--- src/rtl/vpc_pkg.sv ---
`default_nettype none
// ----------------------------------------------------------------------------
// vpc_pkg
// Types, constants and helper functions of the virtual counter extender.
// ----------------------------------------------------------------------------
package vpc_pkg;

    localparam int COUNTER_COUNT = 2;   // hardware counters kept (1..8; at most IN_COUNTERS take effect)
    localparam int IN_COUNTERS   = 2;   // counters present on the ports
    localparam int USED_COUNTERS = (COUNTER_COUNT < IN_COUNTERS) ? COUNTER_COUNT
                                                                 : IN_COUNTERS;

    localparam int TOTAL_W = 64;
    localparam int RAW_W   = 40;
    localparam int LOW_W   = 31;

    localparam logic [RAW_W-1:0] TOP_BITS = 40'hff_8000_0000;

    typedef enum logic [1:0] {
        KIND_SAMPLE  = 2'd0,
        KIND_BIND    = 2'd1,
        KIND_RESTORE = 2'd2
    } t_kind;

    typedef struct packed {
        logic [1:0]         kind;
        logic [RAW_W-1:0]   raw_count0;
        logic [RAW_W-1:0]   raw_count1;
        logic [TOTAL_W-1:0] raw_stamp;
        logic [TOTAL_W-1:0] preset0;
        logic [TOTAL_W-1:0] preset1;
    } t_item;

    typedef struct packed {
        logic [TOTAL_W-1:0] total0;
        logic [TOTAL_W-1:0] total1;
        logic [TOTAL_W-1:0] stamp_total;
        logic [RAW_W-1:0]   reload0;
        logic [RAW_W-1:0]   reload1;
    } t_result;

    // bits 39..31 all set: counter runs the full 40-bit range
    function automatic logic wide_mode(input logic [RAW_W-1:0] v);
        return (v & TOP_BITS) == TOP_BITS;
    endfunction

    function automatic logic [RAW_W-1:0] reload_of(input logic [TOTAL_W-1:0] total);
        logic [RAW_W-1:0] lo;
        lo = total[RAW_W-1:0];
        return wide_mode(lo) ? lo : {{(RAW_W-LOW_W){1'b0}}, lo[LOW_W-1:0]};
    endfunction

    function automatic logic [RAW_W-1:0] wrapped_delta(input logic [RAW_W-1:0] raw,
                                                       input logic [RAW_W-1:0] reload);
        logic [LOW_W-1:0] d31;
        d31 = raw[LOW_W-1:0] - reload[LOW_W-1:0];
        return wide_mode(reload) ? (raw - reload) : {{(RAW_W-LOW_W){1'b0}}, d31};
    endfunction

endpackage
`default_nettype wire

--- src/rtl/virtual_perf_counter_extend.sv ---
`default_nettype none
// ----------------------------------------------------------------------------
// virtual_perf_counter_extend
// Extends two 40-bit event counters and a 64-bit timestamp to 64-bit totals.
// ----------------------------------------------------------------------------
// Takes one word per clock while not stalled and returns one result word per
// input word, in order. A word goes through an input register, a
// combinational update of the counter state and a two-entry result buffer.
// Once the buffer has room, the word is committed to the counter state and
// its result pushed into the buffer. The input stalls only while the input
// register holds a word and the result buffer is full. kind 0 (sample) adds
// each counter's wrapped difference against its reload value to the 64-bit
// total, adds the timestamp delta to the timestamp total and refreshes the
// reload values and the timestamp baseline. kind 1 (bind) loads the presets,
// clears the timestamp total and derives the reload values. kind 2 (restore)
// records the timestamp baseline. kind 3 changes nothing. Every result shows
// the state after its word. A reload value is the low 40 bits of the total
// when bits 39..31 are all set, else the low 31 bits; the sample difference
// wraps at 2^40 or 2^31 to match. Totals wrap at 2^64. Reset clears all
// totals, reload values and the baseline.
// ----------------------------------------------------------------------------
module virtual_perf_counter_extend
    import vpc_pkg::*;
(
    input  wire logic                i_clk,
    input  wire logic                i_rst_n,
    // input channel
    input  wire logic                i_valid,
    output logic                     o_stall,
    input  wire logic [1:0]          i_kind,
    input  wire logic [RAW_W-1:0]    i_raw_count0,
    input  wire logic [RAW_W-1:0]    i_raw_count1,
    input  wire logic [TOTAL_W-1:0]  i_raw_stamp,
    input  wire logic [TOTAL_W-1:0]  i_preset0,
    input  wire logic [TOTAL_W-1:0]  i_preset1,
    // result channel
    output logic                     o_valid,
    input  wire logic                i_stall,
    output logic [TOTAL_W-1:0]       o_total0,
    output logic [TOTAL_W-1:0]       o_total1,
    output logic [TOTAL_W-1:0]       o_stamp_total,
    output logic [RAW_W-1:0]         o_reload0,
    output logic [RAW_W-1:0]         o_reload1
);

    // input register
    t_item   r_item;
    logic    r_in_valid;

    logic    in_accept;
    logic    advance;     // word in the input register commits this cycle
    logic    buf_full;
    t_result core_result;
    t_result out_word;

    // the word only waits when the result buffer has no room
    assign advance   = r_in_valid && !buf_full;
    assign o_stall   = r_in_valid && buf_full;
    assign in_accept = i_valid && !o_stall;

    always_ff @(posedge i_clk) begin
        if (!i_rst_n) begin
            r_in_valid <= 1'b0;
        end else if (in_accept) begin
            r_in_valid <= 1'b1;
        end else if (advance) begin
            r_in_valid <= 1'b0;
        end
    end

    // payload needs no reset
    always_ff @(posedge i_clk) begin
        if (in_accept) begin
            r_item.kind       <= i_kind;
            r_item.raw_count0 <= i_raw_count0;
            r_item.raw_count1 <= i_raw_count1;
            r_item.raw_stamp  <= i_raw_stamp;
            r_item.preset0    <= i_preset0;
            r_item.preset1    <= i_preset1;
        end
    end

    // state update: result is the state after this word
    vpc_core u_core (
        .i_clk     (i_clk),
        .i_rst_n   (i_rst_n),
        .i_advance (advance),
        .i_item    (r_item),
        .o_result  (core_result)
    );

    // result buffer
    vpc_out_buf u_out_buf (
        .i_clk   (i_clk),
        .i_rst_n (i_rst_n),
        .i_push  (advance),
        .i_data  (core_result),
        .o_full  (buf_full),
        .o_valid (o_valid),
        .i_stall (i_stall),
        .o_data  (out_word)
    );

    assign o_total0      = out_word.total0;
    assign o_total1      = out_word.total1;
    assign o_stamp_total = out_word.stamp_total;
    assign o_reload0     = out_word.reload0;
    assign o_reload1     = out_word.reload1;

endmodule
`default_nettype wire

--- src/rtl/vpc_core.sv ---
`default_nettype none
// ----------------------------------------------------------------------------
// vpc_core
// Counter state and the combinational update for one word.
// ----------------------------------------------------------------------------
module vpc_core
    import vpc_pkg::*;
(
    input  wire logic    i_clk,
    input  wire logic    i_rst_n,
    input  wire logic    i_advance,   // commit this word's update
    input  wire t_item   i_item,
    output t_result      o_result     // state as it stands after the word
);

    logic [TOTAL_W-1:0] r_total  [USED_COUNTERS];
    logic [RAW_W-1:0]   r_reload [USED_COUNTERS];
    logic [TOTAL_W-1:0] r_stamp_sum;
    logic [TOTAL_W-1:0] r_stamp_base;

    logic [TOTAL_W-1:0] n_total  [USED_COUNTERS];
    logic [RAW_W-1:0]   n_reload [USED_COUNTERS];
    logic [TOTAL_W-1:0] n_stamp_sum;
    logic [TOTAL_W-1:0] n_stamp_base;

    logic [RAW_W-1:0]   raw    [IN_COUNTERS];
    logic [TOTAL_W-1:0] preset [IN_COUNTERS];
    logic [TOTAL_W-1:0] tot    [IN_COUNTERS];
    logic [RAW_W-1:0]   rel    [IN_COUNTERS];

    assign raw[0]    = i_item.raw_count0;
    assign raw[1]    = i_item.raw_count1;
    assign preset[0] = i_item.preset0;
    assign preset[1] = i_item.preset1;

    always_comb begin
        n_total      = r_total;
        n_reload     = r_reload;
        n_stamp_sum  = r_stamp_sum;
        n_stamp_base = r_stamp_base;
        case (i_item.kind)
            KIND_SAMPLE: begin
                n_stamp_sum  = r_stamp_sum + (i_item.raw_stamp - r_stamp_base);
                n_stamp_base = i_item.raw_stamp;
                for (int i = 0; i < USED_COUNTERS; i++) begin
                    n_total[i]  = r_total[i] + {{(TOTAL_W-RAW_W){1'b0}},
                                               wrapped_delta(raw[i], r_reload[i])};
                    n_reload[i] = reload_of(n_total[i]);
                end
            end
            KIND_BIND: begin
                n_stamp_sum = '0;
                for (int i = 0; i < USED_COUNTERS; i++) begin
                    n_total[i]  = preset[i];
                    n_reload[i] = reload_of(preset[i]);
                end
            end
            KIND_RESTORE: begin
                n_stamp_base = i_item.raw_stamp;
            end
            default: begin
                // unused code: state untouched
            end
        endcase
    end

    // counters not kept read as zero
    always_comb begin
        for (int i = 0; i < IN_COUNTERS; i++) begin
            tot[i] = '0;
            rel[i] = '0;
        end
        for (int i = 0; i < USED_COUNTERS; i++) begin
            tot[i] = n_total[i];
            rel[i] = n_reload[i];
        end
    end

    assign o_result.total0      = tot[0];
    assign o_result.total1      = tot[1];
    assign o_result.stamp_total = n_stamp_sum;
    assign o_result.reload0     = rel[0];
    assign o_result.reload1     = rel[1];

    always_ff @(posedge i_clk) begin
        if (!i_rst_n) begin
            for (int i = 0; i < USED_COUNTERS; i++) begin
                r_total[i]  <= '0;
                r_reload[i] <= '0;
            end
            r_stamp_sum  <= '0;
            r_stamp_base <= '0;
        end else if (i_advance) begin
            r_total      <= n_total;
            r_reload     <= n_reload;
            r_stamp_sum  <= n_stamp_sum;
            r_stamp_base <= n_stamp_base;
        end
    end

endmodule
`default_nettype wire

--- src/rtl/vpc_out_buf.sv ---
`default_nettype none
// ----------------------------------------------------------------------------
// vpc_out_buf
// Two-entry result buffer; decouples the output stall from the core.
// ----------------------------------------------------------------------------
module vpc_out_buf
    import vpc_pkg::*;
(
    input  wire logic    i_clk,
    input  wire logic    i_rst_n,
    input  wire logic    i_push,
    input  wire t_result i_data,
    output logic         o_full,
    output logic         o_valid,
    input  wire logic    i_stall,
    output t_result      o_data
);

    t_result    r_mem [2];
    logic       r_wptr;
    logic       r_rptr;
    logic [1:0] r_count;

    logic pop;

    assign pop     = o_valid && !i_stall;
    assign o_valid = (r_count != 2'd0);
    assign o_full  = (r_count == 2'd2);
    assign o_data  = r_mem[r_rptr];

    always_ff @(posedge i_clk) begin
        if (i_push) begin
            r_mem[r_wptr] <= i_data;
        end
    end

    always_ff @(posedge i_clk) begin
        if (!i_rst_n) begin
            r_wptr  <= 1'b0;
            r_rptr  <= 1'b0;
            r_count <= 2'd0;
        end else begin
            if (i_push) begin
                r_wptr <= ~r_wptr;
            end
            if (pop) begin
                r_rptr <= ~r_rptr;
            end
            case ({i_push, pop})
                2'b10:   r_count <= r_count + 2'd1;
                2'b01:   r_count <= r_count - 2'd1;
                default: r_count <= r_count;
            endcase
        end
    end

endmodule
`default_nettype wire

--- config.mk ---
export PLATFORM = sky130hd
export DESIGN_NAME = virtual_perf_counter_extend
export DESIGN_NICKNAME = d
export VERILOG_FILES = /design/src/rtl/vpc_pkg.sv /design/src/rtl/virtual_perf_counter_extend.sv /design/src/rtl/vpc_core.sv /design/src/rtl/vpc_out_buf.sv
export SDC_FILE = /design/constraint.sdc
export NUM_CORES = 2
export LEC_CHECK = 0
export BUFFER_PORTS_ARGS = -buffer_cell sky130_fd_sc_hd__buf_2
export CAP_MARGIN = 10
export CORE_MARGIN = 8
export CORE_UTILIZATION = 61
export CTS_CLUSTER_DIAMETER = 40
export DETAILED_ROUTE_END_ITERATION = 16
export GPL_TIMING_DRIVEN = 0
export PLACE_DENSITY = 0.82
export SLEW_MARGIN = 20
export SYNTH_ARGS = -nofsm -noshare
export SYNTH_HDL_FRONTEND = slang
export SYNTH_HIERARCHICAL = 1
export SYNTH_SLANG_ARGS = --single-unit
--- constraint.sdc ---
create_clock -name i_clk -period 40 [get_ports i_clk]
set_input_delay 4 -clock i_clk [delete_from_list [all_inputs] [get_ports i_clk]]
set_output_delay 4 -clock i_clk [all_outputs]
set_load 0.05 [all_outputs]
==> results by stage <==
Place:
- The total half-perimeter wirelength after legalization and detailed placement is approximately 160 mm.
- The routability congestion estimate is 1.01.
- Timing analysis after detailed placement gives a worst setup slack of 32.00 ns.
- The number of cells in the design after placement is 7,287.
- Summing all placed instances gives a cell area of 64,600 µm².
- Input and output buffers added on the ports amount to 551.

GRT:
- For met1 alone, demand over resource in global routing was 46.3%.
- Global routing used 38.6% of the available tracks across all layers.
- The total overflow left after global routing is 0.
- The first-pass GRT wire length is 308 mm.
- The initial antenna violation count is 9.
- The number of global-route vias before repair is about 48k.
- The met2 layer usage reported by global route is between 60% and 70%.
- The pin count of the biggest net entering global routing is 53.
- The most congested layer reported by global routing is met2.
- Global routing used 10.1% of the available met3 tracks.

Die:
- The die is 328 µm wide.
- The full die area is 108,000 µm².
- The number of primary I/O pins is 552.
- The core region is 96,700 µm².
- The number of cell rows is 114.
- The floorplan die height is 328 µm.
- The initial utilization of the core area, before any placement, comes to 61.5%.

Clock tree:
- The longest clock path from root to sink contains 3 buffers.
- The CTS H-tree depth is 4.
- The number of setup buffers added after CTS is 0.
- The number of buffers inserted for hold repair after clock tree synthesis is 0.
- Clock-pin slew was measured on the worst setup and hold paths at 0.06 ns.
- The cell sitting at the root of the clock tree is a sky130_fd_sc_hd__clkbuf_16.
- The tree built by TritonCTS fans out to approximately 1.2k sinks.
- The number of instances resized during post-cts repair is 0.
- The number of buffers created by CTS is 154.
- The clock tree from TritonCTS is done.
- The later pin in the worst-skew pair is clocked with a latency of just under 0.8 ns.

Drt:
- The post-detailed-route count of antenna-violating nets is 0.
- The total iterations of the first detailed-routing run is 7.
- The iteration-0 DRC count of the detailed router is about 6k.
- The detailed-route vias per instance is 6.37.
- The post-route DRC violation count is 0.
- Detailed routing inserted a total of 48.3k vias.
- After detailed routing, the average wire length per cell comes to between 20 and 30 µm.
- After detailed routing, the total wire length is 215 mm.

Layout:
- The area growth from synthesis to layout is 17.4%.
- The multi-input combinational cell area is 25,300 µm².
- Of the cells placed in the final design, the portion with a size suffix greater than 1 is 20.1%.
- The final instance area is 69,800 µm².
- At the end of the flow, the number of nets in the layout was 6,743.
- The final instance count without filler cells is 7,578.
- The sequential cell area is 31,400 µm².
- The filler cells instantiated in the layout total approximately 7k.

Yosys:
- Synthesis produced around 5.4k cells.
- The Yosys step of the flow raised 6 warnings.
- For this run, asynchronously set or reset flops after synthesis account for 0%.
- The area share of the leading cell type in the synthesized netlist is roughly 41%.
- The synthesized netlist contains 100 unique library cells.
- The primary flip-flop cell chosen by synthesis mapping is sky130_fd_sc_hd__edfxtp_1.
- The number of enable-type register cells in the synthesized netlist is 818.
- Synthesis inferred 1,160 register bits.
- Yosys attributes the largest share of cell area to sky130_fd_sc_hd__edfxtp_1 41%, sky130_fd_sc_hd__dfxtp_1 12%, sky130_fd_sc_hd__ha_1 4.8%.
- The average instance area after synthesis is 11.0 µm².
- The combined area of all synthesized cells is 59,500 µm².
- The post-synth net total is between 6k and 7k.
- Summed over all instances, the cell type with the most area after synthesis is sky130_fd_sc_hd__edfxtp_1.
- The post-synthesis sequential area ratio is 52.8%.

Worst setup path:
- The largest fanout on the critical path is 10.
- The type of the setup path with the least slack is flop to flop.
- The category of the worst setup path launch point is a flop.
- STA puts the critical path data arrival time at just under 9 ns.
- The worst setup path is captured at a flop.
- At the worst endpoint, the required time is between 40 and 50 ns.

Power:
- In this run, flip-flops and latches consume about a third of the power.
- The power share of the clock group is 33.0%.
- The design draws 4.24 mW.
- The fraction of power spent switching nets is 36.7%.
- The analysis attributes to cell leakage a power of 27.7 nW.
- The switching power is roughly 1.6 mW.
- In this run the power density over the cells is between 60 and 70 nW/µm².
- IR analysis of the VDD net gives a maximum drop of around 0.06 mV.
- The internal portion of the total power is 2.68 mW.
- Combinational cells account for 32.5% of the total power.

Job:
- Across the run, the number of max-cap violations was 0.

Timing:
- The achievable clock frequency is 119 MHz.
- The relative max-transition margin is 13.7%.
- The worst clock skew is 0.0291 ns.
- The actual transition at the worst max-transition pin is 1.29 ns.
- The shortest clock period the worst path allows after layout is 8.38 ns.
- Setup violations remaining at the end of the flow were counted as 0.
- The final hold violation count came to 0.
- The worst path uses 20.9% of the clock period.
- The number of slew-limit violations in the final report came to 0.
- Adding up every negative setup slack in the final design gives 0 ns.
- Once routing completed, OpenROAD measured the worst setup slack at 31.62 ns.
- Setup repair after global routing left no endpoint under its margin.

Run status:
- The run finished with clean final reports.

Min path:
- The worst hold-check path type is flop to flop.
-- per-stage QoR --
stage	utilization, %	hold slack, ns
3_5_place_dp	66.7	0.451
3_3_place_gp	66.0	0.436
6_report	72.2	0.462
2_1_floorplan	-	0.425
4_1_cts	72.2	0.464
5_1_grt	72.2	0.487
-- worst paths after layout --
kind,startpoint,endpoint,slack [ns],cells past startpoint
min,u_core/r_stamp_sum[60]$_SDFFE_PN0P_,u_core/r_stamp_sum[60]$_SDFFE_PN0P_,0.46,2
max,r_item[194]$_DFFE_PP_,u_out_buf/r_mem[1][200]$_DFFE_PP_,31.62,24
min reg2reg,u_core/r_stamp_sum[60]$_SDFFE_PN0P_,u_core/r_stamp_sum[60]$_SDFFE_PN0P_,0.46,2
max reg2reg,r_item[194]$_DFFE_PP_,u_out_buf/r_mem[1][200]$_DFFE_PP_,31.62,24
-- cells by family after synthesis --
logic type / Yosys count / share of synthesized area [%]
buffers and inverters: 710 / 4.69
and+or+nand+nor: 1244 / 9.43
xor gates and xnor gates: 193 / 2.84
DFF: 1160 / 52.8
adders and majority gates: 297 / 7.09
muxes: 399 / 7.81
AOI/OAI and AO/OA: 1426 / 15.3
-- critical path: stages, from the launching register on --
cell and delay, ns:
sky130_fd_sc_hd__edfxtp_1 0.42, sky130_fd_sc_hd__ha_1 0.38, sky130_fd_sc_hd__o21a_1 0.14, sky130_fd_sc_hd__o31a_1 0.19
sky130_fd_sc_hd__nor3_1 0.10, sky130_fd_sc_hd__o31ai_1 0.54, sky130_fd_sc_hd__or4b_2 0.68, sky130_fd_sc_hd__a211oi_1 0.42
sky130_fd_sc_hd__o41ai_1 0.26, sky130_fd_sc_hd__o211ai_1 0.41, sky130_fd_sc_hd__o21ai_0 0.19, sky130_fd_sc_hd__xor2_1 0.18
sky130_fd_sc_hd__nor2_1 0.08, sky130_fd_sc_hd__ha_1 0.30, sky130_fd_sc_hd__clkbuf_1 0.29, sky130_fd_sc_hd__nand2_1 0.11
sky130_fd_sc_hd__or4_1 0.59, sky130_fd_sc_hd__a211oi_2 0.51, sky130_fd_sc_hd__o311ai_0 0.31, sky130_fd_sc_hd__a21oi_1 0.42
sky130_fd_sc_hd__clkbuf_1 0.51, sky130_fd_sc_hd__clkbuf_1 0.44, sky130_fd_sc_hd__a21oi_1 0.16, sky130_fd_sc_hd__o21ai_0 0.17
sky130_fd_sc_hd__o21ai_0 0.22
-- metal layers --
layer | part of all wire (%) | vias to the layer above
li1 | - | 21100
met1 | 36 | 23200
met2 | 46 | 3147
met3 | 11 | 780
met4 | 7.5 | 4
met5 | 0.012 | -
-- state kept, by name, indices dropped and copies added (netlist names), named ones only --
register,count
r_in_valid,1
r_item,274
u_core/r_reload,80
u_core/r_stamp_base,64
u_core/r_stamp_sum,64
u_core/r_total,128
u_out_buf/r_count,2
u_out_buf/r_mem,544
u_out_buf/r_rptr,1
u_out_buf/r_wptr,1
-- power groups by stage --
stage                     clock network [mW]  logic [mW]  registers [mW]
after detailed placement                   0        1.34            1.48
after global placement                     0        1.31            1.52
final                                   1.40        1.38            1.46
after CTS                               1.41        1.35            1.46
after global routing                    1.46        1.45            1.47
after floorplan                            0       0.956            1.49
-- area by class of cell --
cell class | count | area share, %
tap | 1276 | 2.29
clock inverter | 102 | 1.59
timing repair buffer | 583 | 4.93
multi-input combinational | 3559 | 36.2
sequential | 1160 | 45.0
antenna | 2 | 0.00717
buffer | 252 | 1.59
inverter | 458 | 2.46
clock buffer | 186 | 5.94
-- Yosys cell counts (20+ instances only) --
cell	number
sky130_fd_sc_hd__nand2b_1	33
sky130_fd_sc_hd__clkbuf_1	188
sky130_fd_sc_hd__buf_1	31
sky130_fd_sc_hd__xor2_1	82
sky130_fd_sc_hd__nand2_1	427
sky130_fd_sc_hd__inv_1	455
sky130_fd_sc_hd__a21oi_1	480
sky130_fd_sc_hd__dfxtp_1	342
sky130_fd_sc_hd__nand4_1	44
sky130_fd_sc_hd__a31oi_1	65
sky130_fd_sc_hd__nand3_1	59
sky130_fd_sc_hd__fa_1	67
sky130_fd_sc_hd__mux2_2	201
sky130_fd_sc_hd__xnor2_1	111
sky130_fd_sc_hd__o21bai_1	32
sky130_fd_sc_hd__ha_1	230
sky130_fd_sc_hd__o21ai_0	262
sky130_fd_sc_hd__o211ai_1	24
sky130_fd_sc_hd__o31ai_1	31
sky130_fd_sc_hd__mux2i_1	118
sky130_fd_sc_hd__edfxtp_1	818
sky130_fd_sc_hd__o21a_1	41
sky130_fd_sc_hd__a21boi_0	22
sky130_fd_sc_hd__nor3_1	48
sky130_fd_sc_hd__nor2b_1	42
sky130_fd_sc_hd__nor2_1	437
sky130_fd_sc_hd__and2_1	34
sky130_fd_sc_hd__o22ai_1	32
sky130_fd_sc_hd__a211oi_1	75
sky130_fd_sc_hd__a22oi_1	20
sky130_fd_sc_hd__a21o_1	127
sky130_fd_sc_hd__mux2_4	80
sky130_fd_sc_hd__o22a_1	26
sky130_fd_sc_hd__and3_1	44
-- layout by cell type, fill, tap and decap left out, types with 75 or more instances in the layout --
cell                        count
sky130_fd_sc_hd__nor2_1       433
sky130_fd_sc_hd__edfxtp_1     818
sky130_fd_sc_hd__clkbuf_1     187
sky130_fd_sc_hd__nand2_1      427
sky130_fd_sc_hd__a211oi_1      75
sky130_fd_sc_hd__ha_1         230
sky130_fd_sc_hd__xor2_1        82
sky130_fd_sc_hd__mux2_2       201
sky130_fd_sc_hd__o21ai_0      261
sky130_fd_sc_hd__buf_2        571
sky130_fd_sc_hd__dfxtp_1      342
sky130_fd_sc_hd__xnor2_1      111
sky130_fd_sc_hd__a21oi_1      480
sky130_fd_sc_hd__a21o_1       127
sky130_fd_sc_hd__mux2_4        80
sky130_fd_sc_hd__mux2i_1      118
sky130_fd_sc_hd__clkbuf_16    160
sky130_fd_sc_hd__inv_1        455
Power figures use the tool's default switching activity.
